File: config.mk
export PLATFORM = sky130hd
export DESIGN_NAME = queue_pair_slot_allocator
export DESIGN_NICKNAME = d
export VERILOG_FILES = /design/src/hw/rtl/qpsa_pkg.sv /design/src/hw/rtl/qpsa_ctrl.sv /design/src/hw/rtl/qpsa_dp.sv /design/src/hw/rtl/queue_pair_slot_allocator.sv
export SDC_FILE = /design/constraint.sdc
export NUM_CORES = 1
export LEC_CHECK = 0
export ABC_CLOCK_PERIOD_IN_PS = 3850
export BUFFER_PORTS_ARGS = -buffer_cell sky130_fd_sc_hd__buf_2
export CAP_MARGIN = 20
export CORE_ASPECT_RATIO = 1.75
export CORE_UTILIZATION = 40
export CTS_BUF_LIST = sky130_fd_sc_hd__clkbuf_4 sky130_fd_sc_hd__clkbuf_8
export CTS_CLUSTER_DIAMETER = 150
export CTS_CLUSTER_SIZE = 14
export DETAILED_ROUTE_END_ITERATION = 8
export PLACE_DENSITY_LB_ADDON = 0.2
export SLEW_MARGIN = 15
export SYNTH_ARGS = -nofsm -noshare
export SYNTH_HDL_FRONTEND = slang
export SYNTH_SLANG_ARGS = --single-unit
File: constraint.sdc
create_clock -name clock -period 3.85 [get_ports clock]
set_input_delay 0 -clock clock [delete_from_list [all_inputs] [get_ports clock]]
set_output_delay 0 -clock clock [all_outputs]
set_load 0.05 [all_outputs]
File: src/hw/rtl/qpsa_pkg.sv
// shared types, codes and defaults for the queue pair slot allocator
package qpsa_pkg;

   localparam int SLOT_COUNT_DEF = 64;
   localparam int ID_BITS_DEF = 12;

   localparam logic [1:0] OP_ASSIGN = 2'd0;
   localparam logic [1:0] OP_RELEASE = 2'd1;
   localparam logic [1:0] OP_CHECK = 2'd2;
   localparam logic [1:0] OP_CLEANUP = 2'd3;

   localparam logic [1:0] ST_OK = 2'd0;
   localparam logic [1:0] ST_FULL = 2'd1;
   localparam logic [1:0] ST_NOT_OWNER = 2'd2;
   localparam logic [1:0] ST_NOT_ATTACHED = 2'd3;

   typedef struct packed {
      logic [1:0]  operation;
      logic [11:0] requester_id;
      logic        attached;
      logic [5:0]  slot_index;
   } req_type;

   typedef struct packed {
      logic [1:0] status;
      logic [5:0] granted_slot;
      logic [6:0] freed_count;
   } rsp_type;

   typedef struct packed {
      logic load;
      logic scan_step;
      logic grant;
      logic set_full;
      logic lookup_done;
      logic sel_sweep;
      logic sweep_issue;
      logic sweep_cmp;
      logic emit;
   } ctrl_cmd_type;

   typedef struct packed {
      logic [1:0] req_op;
      logic       req_attached;
      logic       slot_free;
      logic       scan_last;
      logic       sweep_last;
      logic       out_free;
   } dp_stat_type;

endpackage

File: src/hw/rtl/qpsa_ctrl.sv
// controller state machine for the queue pair slot allocator
module qpsa_ctrl (
   input  logic                     clock,
   input  logic                     reset,
   input  logic                     req_valid,
   output logic                     req_ready,
   input  qpsa_pkg::dp_stat_type    stat,
   output qpsa_pkg::ctrl_cmd_type   cmd
);
   import qpsa_pkg::*;

   localparam logic [2:0] S_IDLE = 3'd0;
   localparam logic [2:0] S_SCAN = 3'd1;
   localparam logic [2:0] S_LOOK = 3'd2;
   localparam logic [2:0] S_CMP = 3'd3;
   localparam logic [2:0] S_SWEEP = 3'd4;
   localparam logic [2:0] S_DRAIN = 3'd5;
   localparam logic [2:0] S_EMIT = 3'd6;

   logic [2:0] state_ff;
   logic [2:0] state_in;

   assign req_ready = (state_ff == S_IDLE);

   always_comb begin
      state_in = state_ff;
      cmd = '0;
      case (state_ff)
         S_IDLE: begin
            if (req_valid) begin
               cmd.load = 1'b1;
               case (stat.req_op)
                  OP_ASSIGN: state_in = stat.req_attached ? S_SCAN : S_EMIT;
                  OP_RELEASE: state_in = S_LOOK;
                  OP_CHECK: state_in = stat.req_attached ? S_LOOK : S_EMIT;
                  default: state_in = S_SWEEP;
               endcase
            end
         end
         S_SCAN: begin
            if (stat.slot_free) begin
               cmd.grant = 1'b1;
               state_in = S_EMIT;
            end else if (stat.scan_last) begin
               cmd.set_full = 1'b1;
               state_in = S_EMIT;
            end else begin
               cmd.scan_step = 1'b1;
            end
         end
         S_LOOK: begin
            state_in = S_CMP;
         end
         S_CMP: begin
            cmd.lookup_done = 1'b1;
            state_in = S_EMIT;
         end
         S_SWEEP: begin
            cmd.sel_sweep = 1'b1;
            cmd.sweep_issue = 1'b1;
            cmd.sweep_cmp = 1'b1;
            if (stat.sweep_last) begin
               state_in = S_DRAIN;
            end
         end
         S_DRAIN: begin
            cmd.sel_sweep = 1'b1;
            cmd.sweep_cmp = 1'b1;
            state_in = S_EMIT;
         end
         S_EMIT: begin
            if (stat.out_free) begin
               cmd.emit = 1'b1;
               state_in = S_IDLE;
            end
         end
         default: begin
            state_in = S_IDLE;
         end
      endcase
   end

   always_ff @(posedge clock) begin
      if (reset) begin
         state_ff <= S_IDLE;
      end else begin
         state_ff <= state_in;
      end
   end

endmodule

File: src/hw/rtl/qpsa_dp.sv
// datapath of the queue pair slot allocator: slot table, owner memory, result register
module qpsa_dp #(
   parameter int SLOT_COUNT = qpsa_pkg::SLOT_COUNT_DEF,
   parameter int ID_BITS = qpsa_pkg::ID_BITS_DEF
) (
   input  logic                     clock,
   input  logic                     reset,
   input  qpsa_pkg::req_type        req_data,
   input  logic                     rsp_ready,
   output logic                     rsp_valid,
   output qpsa_pkg::rsp_type        rsp_data,
   input  qpsa_pkg::ctrl_cmd_type   cmd,
   output qpsa_pkg::dp_stat_type    stat
);
   import qpsa_pkg::*;

   localparam int IDX_W = $clog2(SLOT_COUNT);
   localparam int CNT_W = $clog2(SLOT_COUNT + 1);
   localparam logic [IDX_W-1:0] LAST_IDX = IDX_W'(SLOT_COUNT - 1);

   logic [ID_BITS-1:0] owner_mem [SLOT_COUNT];

   logic [1:0]            op_ff, op_in;
   logic [ID_BITS-1:0]    id_ff, id_in;
   logic [5:0]            slot_index_ff, slot_index_in;
   logic [1:0]            status_ff, status_in;
   logic [IDX_W-1:0]      granted_ff, granted_in;
   logic [CNT_W-1:0]      freed_ff, freed_in;
   logic [IDX_W-1:0]      search_ptr_ff, search_ptr_in;
   logic [IDX_W-1:0]      scan_ptr_ff, scan_ptr_in;
   logic [IDX_W-1:0]      scan_cnt_ff, scan_cnt_in;
   logic [IDX_W-1:0]      sweep_addr_ff, sweep_addr_in;
   logic [SLOT_COUNT-1:0] in_use_ff, in_use_in;
   logic [ID_BITS-1:0]    rd_owner_ff;
   logic                  rd_use_ff;
   logic [IDX_W-1:0]      rd_idx_ff;
   logic                  rd_live_ff, rd_live_in;
   logic                  rsp_valid_ff, rsp_valid_in;
   rsp_type               rsp_data_ff, rsp_data_in;

   logic [IDX_W-1:0] slot_addr;
   logic [IDX_W-1:0] rd_addr;
   logic             slot_ok;
   logic             hit;

   assign slot_addr = IDX_W'(slot_index_ff);
   assign slot_ok = (int'(slot_index_ff) < SLOT_COUNT);
   assign rd_addr = cmd.sel_sweep ? sweep_addr_ff : slot_addr;
   assign hit = rd_use_ff && (rd_owner_ff == id_ff);

   assign stat.req_op = req_data.operation;
   assign stat.req_attached = req_data.attached;
   assign stat.slot_free = !in_use_ff[scan_ptr_ff];
   assign stat.scan_last = (scan_cnt_ff == LAST_IDX);
   assign stat.sweep_last = (sweep_addr_ff == LAST_IDX);
   assign stat.out_free = !rsp_valid_ff || rsp_ready;

   assign rsp_valid = rsp_valid_ff;
   assign rsp_data = rsp_data_ff;

   always_comb begin
      op_in = op_ff;
      id_in = id_ff;
      slot_index_in = slot_index_ff;
      status_in = status_ff;
      granted_in = granted_ff;
      freed_in = freed_ff;
      search_ptr_in = search_ptr_ff;
      scan_ptr_in = scan_ptr_ff;
      scan_cnt_in = scan_cnt_ff;
      sweep_addr_in = sweep_addr_ff;
      in_use_in = in_use_ff;
      rd_live_in = cmd.sweep_issue;
      rsp_valid_in = rsp_valid_ff;
      rsp_data_in = rsp_data_ff;

      if (cmd.load) begin
         op_in = req_data.operation;
         id_in = ID_BITS'(req_data.requester_id);
         slot_index_in = req_data.slot_index;
         if (((req_data.operation == OP_ASSIGN) || (req_data.operation == OP_CHECK))
             && !req_data.attached) begin
            status_in = ST_NOT_ATTACHED;
         end else begin
            status_in = ST_OK;
         end
         granted_in = '0;
         freed_in = '0;
         scan_ptr_in = search_ptr_ff;
         scan_cnt_in = '0;
         sweep_addr_in = '0;
      end

      if (cmd.scan_step) begin
         scan_ptr_in = (scan_ptr_ff == LAST_IDX) ? '0 : scan_ptr_ff + 1'b1;
         scan_cnt_in = scan_cnt_ff + 1'b1;
      end

      if (cmd.grant) begin
         in_use_in[scan_ptr_ff] = 1'b1;
         granted_in = scan_ptr_ff;
         search_ptr_in = (scan_ptr_ff == LAST_IDX) ? '0 : scan_ptr_ff + 1'b1;
      end

      if (cmd.set_full) begin
         status_in = ST_FULL;
      end

      if (cmd.lookup_done) begin
         if (hit && slot_ok) begin
            if (op_ff == OP_RELEASE) begin
               in_use_in[rd_idx_ff] = 1'b0;
               freed_in = CNT_W'(1);
            end
         end else begin
            status_in = ST_NOT_OWNER;
         end
      end

      if (cmd.sweep_issue) begin
         sweep_addr_in = (sweep_addr_ff == LAST_IDX) ? '0 : sweep_addr_ff + 1'b1;
      end

      if (cmd.sweep_cmp && rd_live_ff && hit) begin
         in_use_in[rd_idx_ff] = 1'b0;
         freed_in = CNT_W'(freed_ff + 1'b1);
      end

      if (cmd.emit) begin
         rsp_valid_in = 1'b1;
         rsp_data_in.status = status_ff;
         rsp_data_in.granted_slot = 6'(granted_ff);
         rsp_data_in.freed_count = 7'(freed_ff);
      end else if (rsp_ready) begin
         rsp_valid_in = 1'b0;
      end
   end

   // owner table with registered read
   always_ff @(posedge clock) begin
      if (cmd.grant) begin
         owner_mem[scan_ptr_ff] <= id_ff;
      end
      rd_owner_ff <= owner_mem[rd_addr];
   end

   always_ff @(posedge clock) begin
      op_ff <= op_in;
      id_ff <= id_in;
      slot_index_ff <= slot_index_in;
      status_ff <= status_in;
      granted_ff <= granted_in;
      freed_ff <= freed_in;
      scan_ptr_ff <= scan_ptr_in;
      scan_cnt_ff <= scan_cnt_in;
      sweep_addr_ff <= sweep_addr_in;
      rd_use_ff <= in_use_ff[rd_addr];
      rd_idx_ff <= rd_addr;
      rsp_data_ff <= rsp_data_in;
   end

   always_ff @(posedge clock) begin
      if (reset) begin
         in_use_ff <= '0;
         search_ptr_ff <= '0;
         rd_live_ff <= 1'b0;
         rsp_valid_ff <= 1'b0;
      end else begin
         in_use_ff <= in_use_in;
         search_ptr_ff <= search_ptr_in;
         rd_live_ff <= rd_live_in;
         rsp_valid_ff <= rsp_valid_in;
      end
   end

endmodule

File: src/hw/rtl/queue_pair_slot_allocator.sv
// top level of the queue pair slot allocator
//
// req channel: one transaction per command (assign, release, check_owner, cleanup),
// carrying the requester id, its attached bit and a slot index. rsp channel: one
// transaction per command with status, granted slot and freed count.
// One command is worked on at a time; req_ready is high only while the block is idle.
// Work from request to response:
//   assign: probes the in-use bits from the search pointer, up to SLOT_COUNT slots
//   release and check_owner: one owner memory read and compare
//   assign or check_owner without attachment: goes straight to the response
//   cleanup: one owner memory read per slot
// The probe of the in-use bits and the cleanup sweep through the owner memory each
// run one slot per cycle.
// A finished response sits in an output register; the next request is accepted while
// it waits, and that request's work stalls at its end until rsp_ready frees the register.
// Reset marks every slot free, clears the search pointer and drops rsp_valid.
module queue_pair_slot_allocator #(
   parameter int SLOT_COUNT = qpsa_pkg::SLOT_COUNT_DEF,
   parameter int ID_BITS = qpsa_pkg::ID_BITS_DEF
) (
   input  logic              clock,
   input  logic              reset,
   input  logic              req_valid,
   output logic              req_ready,
   input  qpsa_pkg::req_type req_data,
   output logic              rsp_valid,
   input  logic              rsp_ready,
   output qpsa_pkg::rsp_type rsp_data
);
   import qpsa_pkg::*;

   ctrl_cmd_type cmd;
   dp_stat_type  stat;

   qpsa_ctrl u_ctrl (
      .clock     (clock),
      .reset     (reset),
      .req_valid (req_valid),
      .req_ready (req_ready),
      .stat      (stat),
      .cmd       (cmd)
   );

   qpsa_dp #(
      .SLOT_COUNT (SLOT_COUNT),
      .ID_BITS    (ID_BITS)
   ) u_dp (
      .clock     (clock),
      .reset     (reset),
      .req_data  (req_data),
      .rsp_ready (rsp_ready),
      .rsp_valid (rsp_valid),
      .rsp_data  (rsp_data),
      .cmd       (cmd),
      .stat      (stat)
   );

`ifndef SYNTH
   a_busy_after_accept: assert property (@(posedge clock) disable iff (reset)
      req_valid && req_ready |=> !req_ready)
      else $error("request accepted while a command was in progress");

   a_grant_free_slot: assert property (@(posedge clock) disable iff (reset)
      cmd.grant |-> stat.slot_free)
      else $error("assign granted a slot that is in use");

   a_emit_room: assert property (@(posedge clock) disable iff (reset)
      cmd.emit |-> stat.out_free)
      else $error("response overwritten before it was taken");

   a_error_clean: assert property (@(posedge clock) disable iff (reset)
      rsp_valid && (rsp_data.status != ST_OK) |->
         (rsp_data.granted_slot == 6'd0) && (rsp_data.freed_count == 7'd0))
      else $error("failed command reported a slot or a freed count");
`endif

endmodule

## After elaboration in Yosys (flattened, before gate mapping)

Memory sizes are Yosys's and may differ from the RTL's. A register that Yosys moved wholly into a read port is not among the register bits.
Cells that the tools add are included.

- Bitwise operators: 4
- Add/subtract/negate cells: 4
- Order comparisons: 5
- Multiplexer cells: 58
- Equality and inequality tests: 17
- Reduce and logical (&&, ||, !) cells: 19

Operators by type and width:

| operator | count |
|---|---|
| $mux 64 | 5 |
| $and 64x64->64 | 2 |
| $not 64->64 | 1 |
| $or 64x64->64 | 1 |
| $mux 6 | 9 |
| $mux 7 | 5 |
| $mux 3 | 8 |
| $lt 6x7->1 const B | 3 |
| $mux 1 | 20 |
| $add 6x1->6 const B | 3 |
| $eq 6x6->1 const B | 3 |
| $pmux 3 s6 | 1 |
| $bmux 1 s6 | 2 |
| $demux 1 s6 | 2 |
| $eq 12x12->1 | 1 |
| $ge 6x1->1 const B | 2 |
| $mux 2 | 5 |
| $eq 3x3->1 const B | 3 |
| $pmux 3 s3 | 1 |
| $reduce_bool 2->1 | 4 |
| $add 7x1->7 const B | 1 |
| $eq 3x2->1 const B | 2 |
| $logic_and 1x1->1 | 6 |
| $ne 2x2->1 const B | 3 |
| 10 further kinds | 14 |

- Bits in writable memories: 768
- Register bits after elaboration: 150
- Memories kept: 1
- Bits of input ports: 25

Memories:

| name | depth | width | read ports | clocked after memory_dff | write ports | RTL line | source |
|---|---|---|---|---|---|---|---|
| u_dp.owner_mem | 64 | 12 | 1 | 1 | 1 | qpsa_dp.sv:21 | `logic [ID_BITS-1:0] owner_mem [SLOT_COUNT];` |

## Logic depth before layout (Yosys ltp)

- Depth after elaboration: 12
- Mapped depth: 14

## Cells and area by module

From an unflattened synthesis, not the netlist that was laid out.

- Cell total of the unflattened synthesis: 3752
- Area, all modules: 43765.7 µm²

Modules (own cells, without submodules):

| module | cells each | sequential area each (µm²) | area an instance (µm²) | times used |
|---|---|---|---|---|
| qpsa_dp | 3709 | 26835.7 | 43429.2 | 1 |
| qpsa_ctrl | 43 | 60.1 | 336.6 | 1 |

## Worst setup path after synthesis

Ideal clock, no wire load.

- Path type: register to register
- From: reg u_dp.scan_ptr_ff[0]
- To: mem u_dp.owner_mem[10][0] (netlist name), enable pin
- Library setup time: 0.399 ns
- Data arrival time: 3.022 ns
- Period minus slack after synthesis: 3.421 ns
- Required time: 3.451 ns
- Slack: 0.429 ns
- Buffers on the path: 4
- Cell stages (with the launch flop): 11
- Path through: edfxtp_1 buf_2 buf_6 mux4_2 mux2i_1 o22ai_1 a211o_1 nand2b_1 buf_2 buf_2 nor3_1

- Longest elaborated chain between the ends: 6

Ends and longest elaborated chain:

| element | RTL line | source |
|---|---|---|
| start: declaration | qpsa_dp.sv:30 | `logic [IDX_W-1:0] scan_ptr_ff, scan_ptr_in;` |
| start signal: assignment | qpsa_dp.sv:154 | `scan_ptr_ff <= scan_ptr_in;` |
| $bmux 1 s6 | qpsa_dp.sv:53 | `assign stat.slot_free = !in_use_ff[scan_ptr_ff];` |
| $mux 1 (implied by the code) | qpsa_dp.sv:53 |  |
| $mux 1 | qpsa_ctrl.sv:41 | `if (stat.slot_free) begin` |
| $mux 3 | qpsa_ctrl.sv:28 | `case (state_ff)` |
| $mux 1 | qpsa_dp.sv:141 | `if (cmd.grant) begin` |
| $mux 1 (implied by the code) | qpsa_dp.sv:142 | `owner_mem[scan_ptr_ff] <= id_ff;` |
| end: declaration | qpsa_dp.sv:21 |  |

Parallel ways exist; a longest one is shown, timed or not. The select of a mux whose other input is x is not followed.

## Worst setup path after layout

- From: reg u_dp.scan_ptr_ff[0]
- To: reg u_dp.scan_cnt_ff[1], enable pin

- Longest elaborated chain between the ends: 5

Ends and longest elaborated chain:

| element | RTL line | source |
|---|---|---|
| $bmux 1 s6 | qpsa_dp.sv:53 |  |
| $mux 1 (implied by the code) | qpsa_dp.sv:53 |  |
| $mux 1 | qpsa_ctrl.sv:41 |  |
| $mux 3 | qpsa_ctrl.sv:28 |  |
| $reduce_bool 2->1 (no source line) | -- |  |
| end signal: assignment | qpsa_dp.sv:155 | `scan_cnt_ff <= scan_cnt_in;` |
| end: declaration | qpsa_dp.sv:31 | `logic [IDX_W-1:0] scan_cnt_ff, scan_cnt_in;` |

Every way passes these cells. The select of a mux whose other input is x is not followed.
A chain may end at the register's enable or synchronous reset.

==> summary.txt <==
Setup path
  • Critical Path AT: between 3 and 4 ns
  • Number of cell instances on the worst register-to-register path: 7
  • Worst-path maximum fanout: 16
  • Worst setup path class: reg2reg
  • Kind of start point of the critical path: flip-flop
  • Required time at the endpoint of the critical path: 4.25 ns
  • Timing endpoint of the critical path: u_dp.scan_cnt_ff[1]$_SDFFCE_PN0P_
  • Crit path launch: u_dp.scan_ptr_ff[0]$_DFFE_PP_
  • Element type at the critical path end: flip-flop
  • Worst flop-to-flop path endpoint: u_dp.scan_cnt_ff[1]$_SDFFCE_PN0P_
  • Reg-to-reg setup timing slack: 0.38 ns
  • Crit Reg-Reg Startpoint: u_dp.scan_ptr_ff[0]$_DFFE_PP_

Global route
  • Vias in the first global route: approximately 23,000
  • Maximum number of pins on one net before global-route repair: between 100 and 150
  • Antenna violations before repair: 10
  • Leftover overflow at the end of global routing: 0
  • Wire length of the first global-routing pass: roughly 160,000 um
  • Gr usage total: 0.243

STA
  • Share of the cycle needed by the critical path after routing: 0.902
  • Setup total negative slack: 0 ns
  • Slew @ Worst Pin: around 1.1 ns
  • Final Setup Violations: 0
  • Number of failing hold endpoints at the final stage: 0
  • Post-route minimum period: 3.47 ns
  • Worst-case clock skew: between 0.03 and 0.04 ns
  • Maximum achievable frequency: 0.288 GHz
  • Unrepaired setup endpoints after global routing: false
  • Remaining max-slew budget at the tightest pin: 0.246
  • Final-report max-slew violation count: 0

Synth
  • Yosys warnings: 0
  • Async SR Flop Fraction: 0
  • Post-synth EDFFs: approximately 830
  • Register bit count reported by yosys: slightly above 900
  • Predominant post-synthesis flop cell: edfxtp_1
  • Distinct cells, synth: 65
  • Total standard cell area after synthesis: ~37,000 um^2
  • Avg Cell Area, Syn: about 15 um^2
  • Number of nets produced by synthesis: around 2,500
  • Number of instances in the synthesized netlist: approximately 2,500
  • Register area share after synthesis: 0.726

Floorplan
  • Count of pins on the block boundary: 42
  • Core Box Area: between 90,000 and 100,000 um^2
  • Overall die width: 232 um
  • Y dimension of the die: ~400 um
  • Site Rows: roughly 150
  • Starting Density: 0.404
  • Total die area: 93,900 um^2

Placement
  • Post-DP Area: approximately 40,000 um^2
  • Final HPWL DP: 75,100 um
  • Number of cells in the design after placement: 3,767
  • Routability congestion estimate: between 0.9 and 1
  • Number of buffer cells added on primary ports: 41

Routing
  • First-pass iteration count of the detailed router: 5
  • WL/cell: ~28 um
  • Number of violations reported at the end of detailed-routing iteration 0: between 2,000 and 2,500
  • Via count: about 23,000
  • Sum of routed wire length over all layers: between 100,000 and 150,000 um
  • Post-detailed-route via-to-cell ratio: about 5.7
  • Number of nets with antenna violations after detailed routing: 0
  • Post-route DRC violation count: 0

Clocking
  • Sink count of the clock tree: 930
  • TritonCTS clock tree: done
  • Worst-Skew Late Latency: 0.77 ns
  • Max H-tree Level: 3
  • Post-cts repair resize count: 0
  • Longest Clk Path Bufs: 3
  • CTS clock-pin slew for the worst setup and hold paths: around 0.10 ns
  • Number of buffers added by the clock tree synthesis step: 76
  • Clk Tree Root Cell: clkbuf_8

Hold path
  • Hold Path Stages: 4
  • Hold Crit Class: in2reg

Pwr
  • Sequential share of power: 0.471
  • Maximum vdd drop: 0.379 mV
  • Share of power burned in the clock network: 0.216
  • Internal power: between 15,000 and 20,000 uW
  • Cell leakage power: 0.0138 uW
  • Switching share of power: 0.357
  • Net switching power of the design: about 9300 uW
  • Power density over the cells: 624 nW/um^2
  • Comb pwr share: 0.313

Final layout
  • Final-layout fill cell count: 8,014
  • Final non-filler cell area: 41,900 um^2
  • Layout Area Growth over Synthesis: 13.1%
  • Share of layout cells above drive strength 1: 0.212
  • Number of nets in the finished design: between 2,000 and 3,000
  • Number of standard cells in the layout, taps in and fillers out: approximately 4,000

Flow run
  • Max-cap violation count: 0

Run status
  • Run status: complete, no violations
Yosys cell counts, drive strengths merged, types with 3 or more instances:
| cell type | number | area [um^2] |
|---|---|---|
| a211oi | 5 | 37.5 |
| nor3 | 71 | 500 |
| and3 | 11 | 68.8 |
| nand2 | 495 | 1860 |
| a211o | 3 | 26.3 |
| nor2b | 9 | 56.3 |
| nor3b | 4 | 30.0 |
| dfxtp | 103 | 2060 |
| xnor2 | 19 | 166 |
| or3b | 5 | 43.8 |
| inv | 14 | 52.6 |
| a21oi | 61 | 305 |
| ha | 6 | 75.1 |
| clkbuf | 100 | 375 |
| mux2 | 12 | 135 |
| or3 | 17 | 111 |
| edfxtp | 827 | 24800 |
| nor2 | 56 | 210 |
| o31ai | 4 | 30.0 |
| o211a | 5 | 50.1 |
| and3b | 3 | 26.3 |
| o211ai | 3 | 22.5 |
| nand3b | 10 | 87.6 |
| and2 | 11 | 68.8 |
| or2 | 7 | 43.8 |
| mux2i | 15 | 163 |
| buf | 47 | 260 |
| o21a | 43 | 323 |
| a22o | 3 | 26.3 |
| o221a | 15 | 169 |
| mux4 | 108 | 2430 |
| o21ai | 14 | 70.1 |
| nand3 | 172 | 861 |
| a31oi | 63 | 394 |
| a22oi | 54 | 405 |
| xor2 | 4 | 35.0 |
| nand4 | 69 | 432 |
| nand2b | 8 | 50.1 |
critical path, cell delays in order (launching register included):
cell      delay [ns]
edfxtp_1        0.82
mux4_2          0.60
mux2i_1         0.23
o22ai_1         0.11
a211o_1         0.31
or3_4           0.43
nand3b_4        0.19
nand2_1         0.38
worst min-delay path by stage:
stage / slack (ns) / start / endpoint
after global routing: 0.21 / rsp_ready / u_dp.rsp_valid$_SDFFE_PP0P_
after CTS: 0.09 / rsp_ready / u_dp.rsp_valid$_SDFFE_PP0P_
after detailed placement: 0.18 / req_data[9] / u_dp.id_ff[2]$_DFFE_PP_
after floorplan: 0.1 / req_data[7] / u_dp.id_ff[0]$_DFFE_PP_
final: 0.18 / rsp_ready / u_dp.rsp_valid$_SDFFE_PP0P_
after global placement: 0.18 / req_data[12] / u_dp.id_ff[5]$_DFFE_PP_
per-layer routing:
layer  wire length (um)  vias up  track usage
li1                   -     9926            -
met1              38200    11574        0.257
met2              60200      843        0.440
met3               5250      291       0.0303
met4               8770        6        0.177
met5                 39        -            0
power by group through the flow:
stage / Clock (uW) / Sequential [uW] / Combinational [uW]
2_1_floorplan: 0 / 12500 / 4520
5_1_grt: 6120 / 12300 / 8630
4_1_cts: 5800 / 12300 / 8180
3_5_place_dp: 0 / 12500 / 8120
3_3_place_gp: 0 / 12500 / 8030
6_report: 5650 / 12300 / 8190
cell type report:
class	count	area, um^2	area share
Antenna cell	2	5.00	0.000119
Clock buffer	129	1460	0.0347
Clock inverter	6	47.5	0.00113
Inverter	16	67.6	0.00161
Multi-Input combinational cell	1402	9700	0.231
Sequential cell	930	26900	0.642
Tap cell	1192	1490	0.0356
Timing Repair Buffer	273	2260	0.0538
cells by family after synthesis:
| group | synth area share |
|---|---|
| AOI/OAI and AO/OA | 0.0534 |
| xor gates and xnor gates | 0.00544 |
| adders and majority gates | 0.00203 |
| buffers and inverters | 0.0188 |
| DFF | 0.726 |
| muxes | 0.0737 |
| and+or+nand+nor | 0.121 |
what timing repair did:
action | in CTS | in global routing
buffers inserted | 0 | 0
hold buffers | 45 | 0
endpoints found under the hold margin | 88 | 0
registers in the layout, indices dropped and copies added, names as in the netlist, 7 cells and up:
signal            cells
u_dp.owner_mem      768
u_dp.in_use_ff       64
u_dp.rsp_data        15
u_dp.id_ff           12
u_dp.rd_owner_ff     12
u_dp.freed_ff         7
placed cells by master (no fill, tap or decap), types with 4 or more instances in the layout:
master	instances
xnor2_1	19
or3_1	16
mux4_2	108
o211a_1	5
clkinvlp_4	4
buf_12	16
o21a_1	43
mux2i_1	14
a22oi_1	54
o221a_2	14
nor2b_1	9
nand4_1	69
a31oi_1	63
or2_2	7
nand3b_1	9
nor3b_1	4
edfxtp_1	827
or3b_2	5
and3_1	11
and2_1	11
dlygate4sd3_1	45
nor2_1	56
nand2b_1	7
nor3_2	60
inv_1	13
dfxtp_1	103
clkbuf_4	51
a21oi_1	60
buf_2	41
buf_4	170
o21ai_0	12
a211oi_1	5
clkbuf_8	78
nor3_1	11
nand3_1	172
xor2_1	4
ha_1	6
nand2_1	494
mux2_2	12
per-stage QoR:
step | hold WS [ns] | worst slack, ns | power (uW) | util
3_5_place_dp | 0.179 | 0.415 | 20700 | 0.435
3_3_place_gp | 0.179 | 0.386 | 20600 | 0.435
5_1_grt | 0.205 | 0.207 | 27100 | 0.457
4_1_cts | 0.0902 | 0.402 | 26300 | 0.457
6_report | 0.175 | 0.378 | 26200 | 0.457
2_1_floorplan | 0.0989 | 0.429 | 17100 | -
No activity file was read; power rests on OpenSTA's default activity.
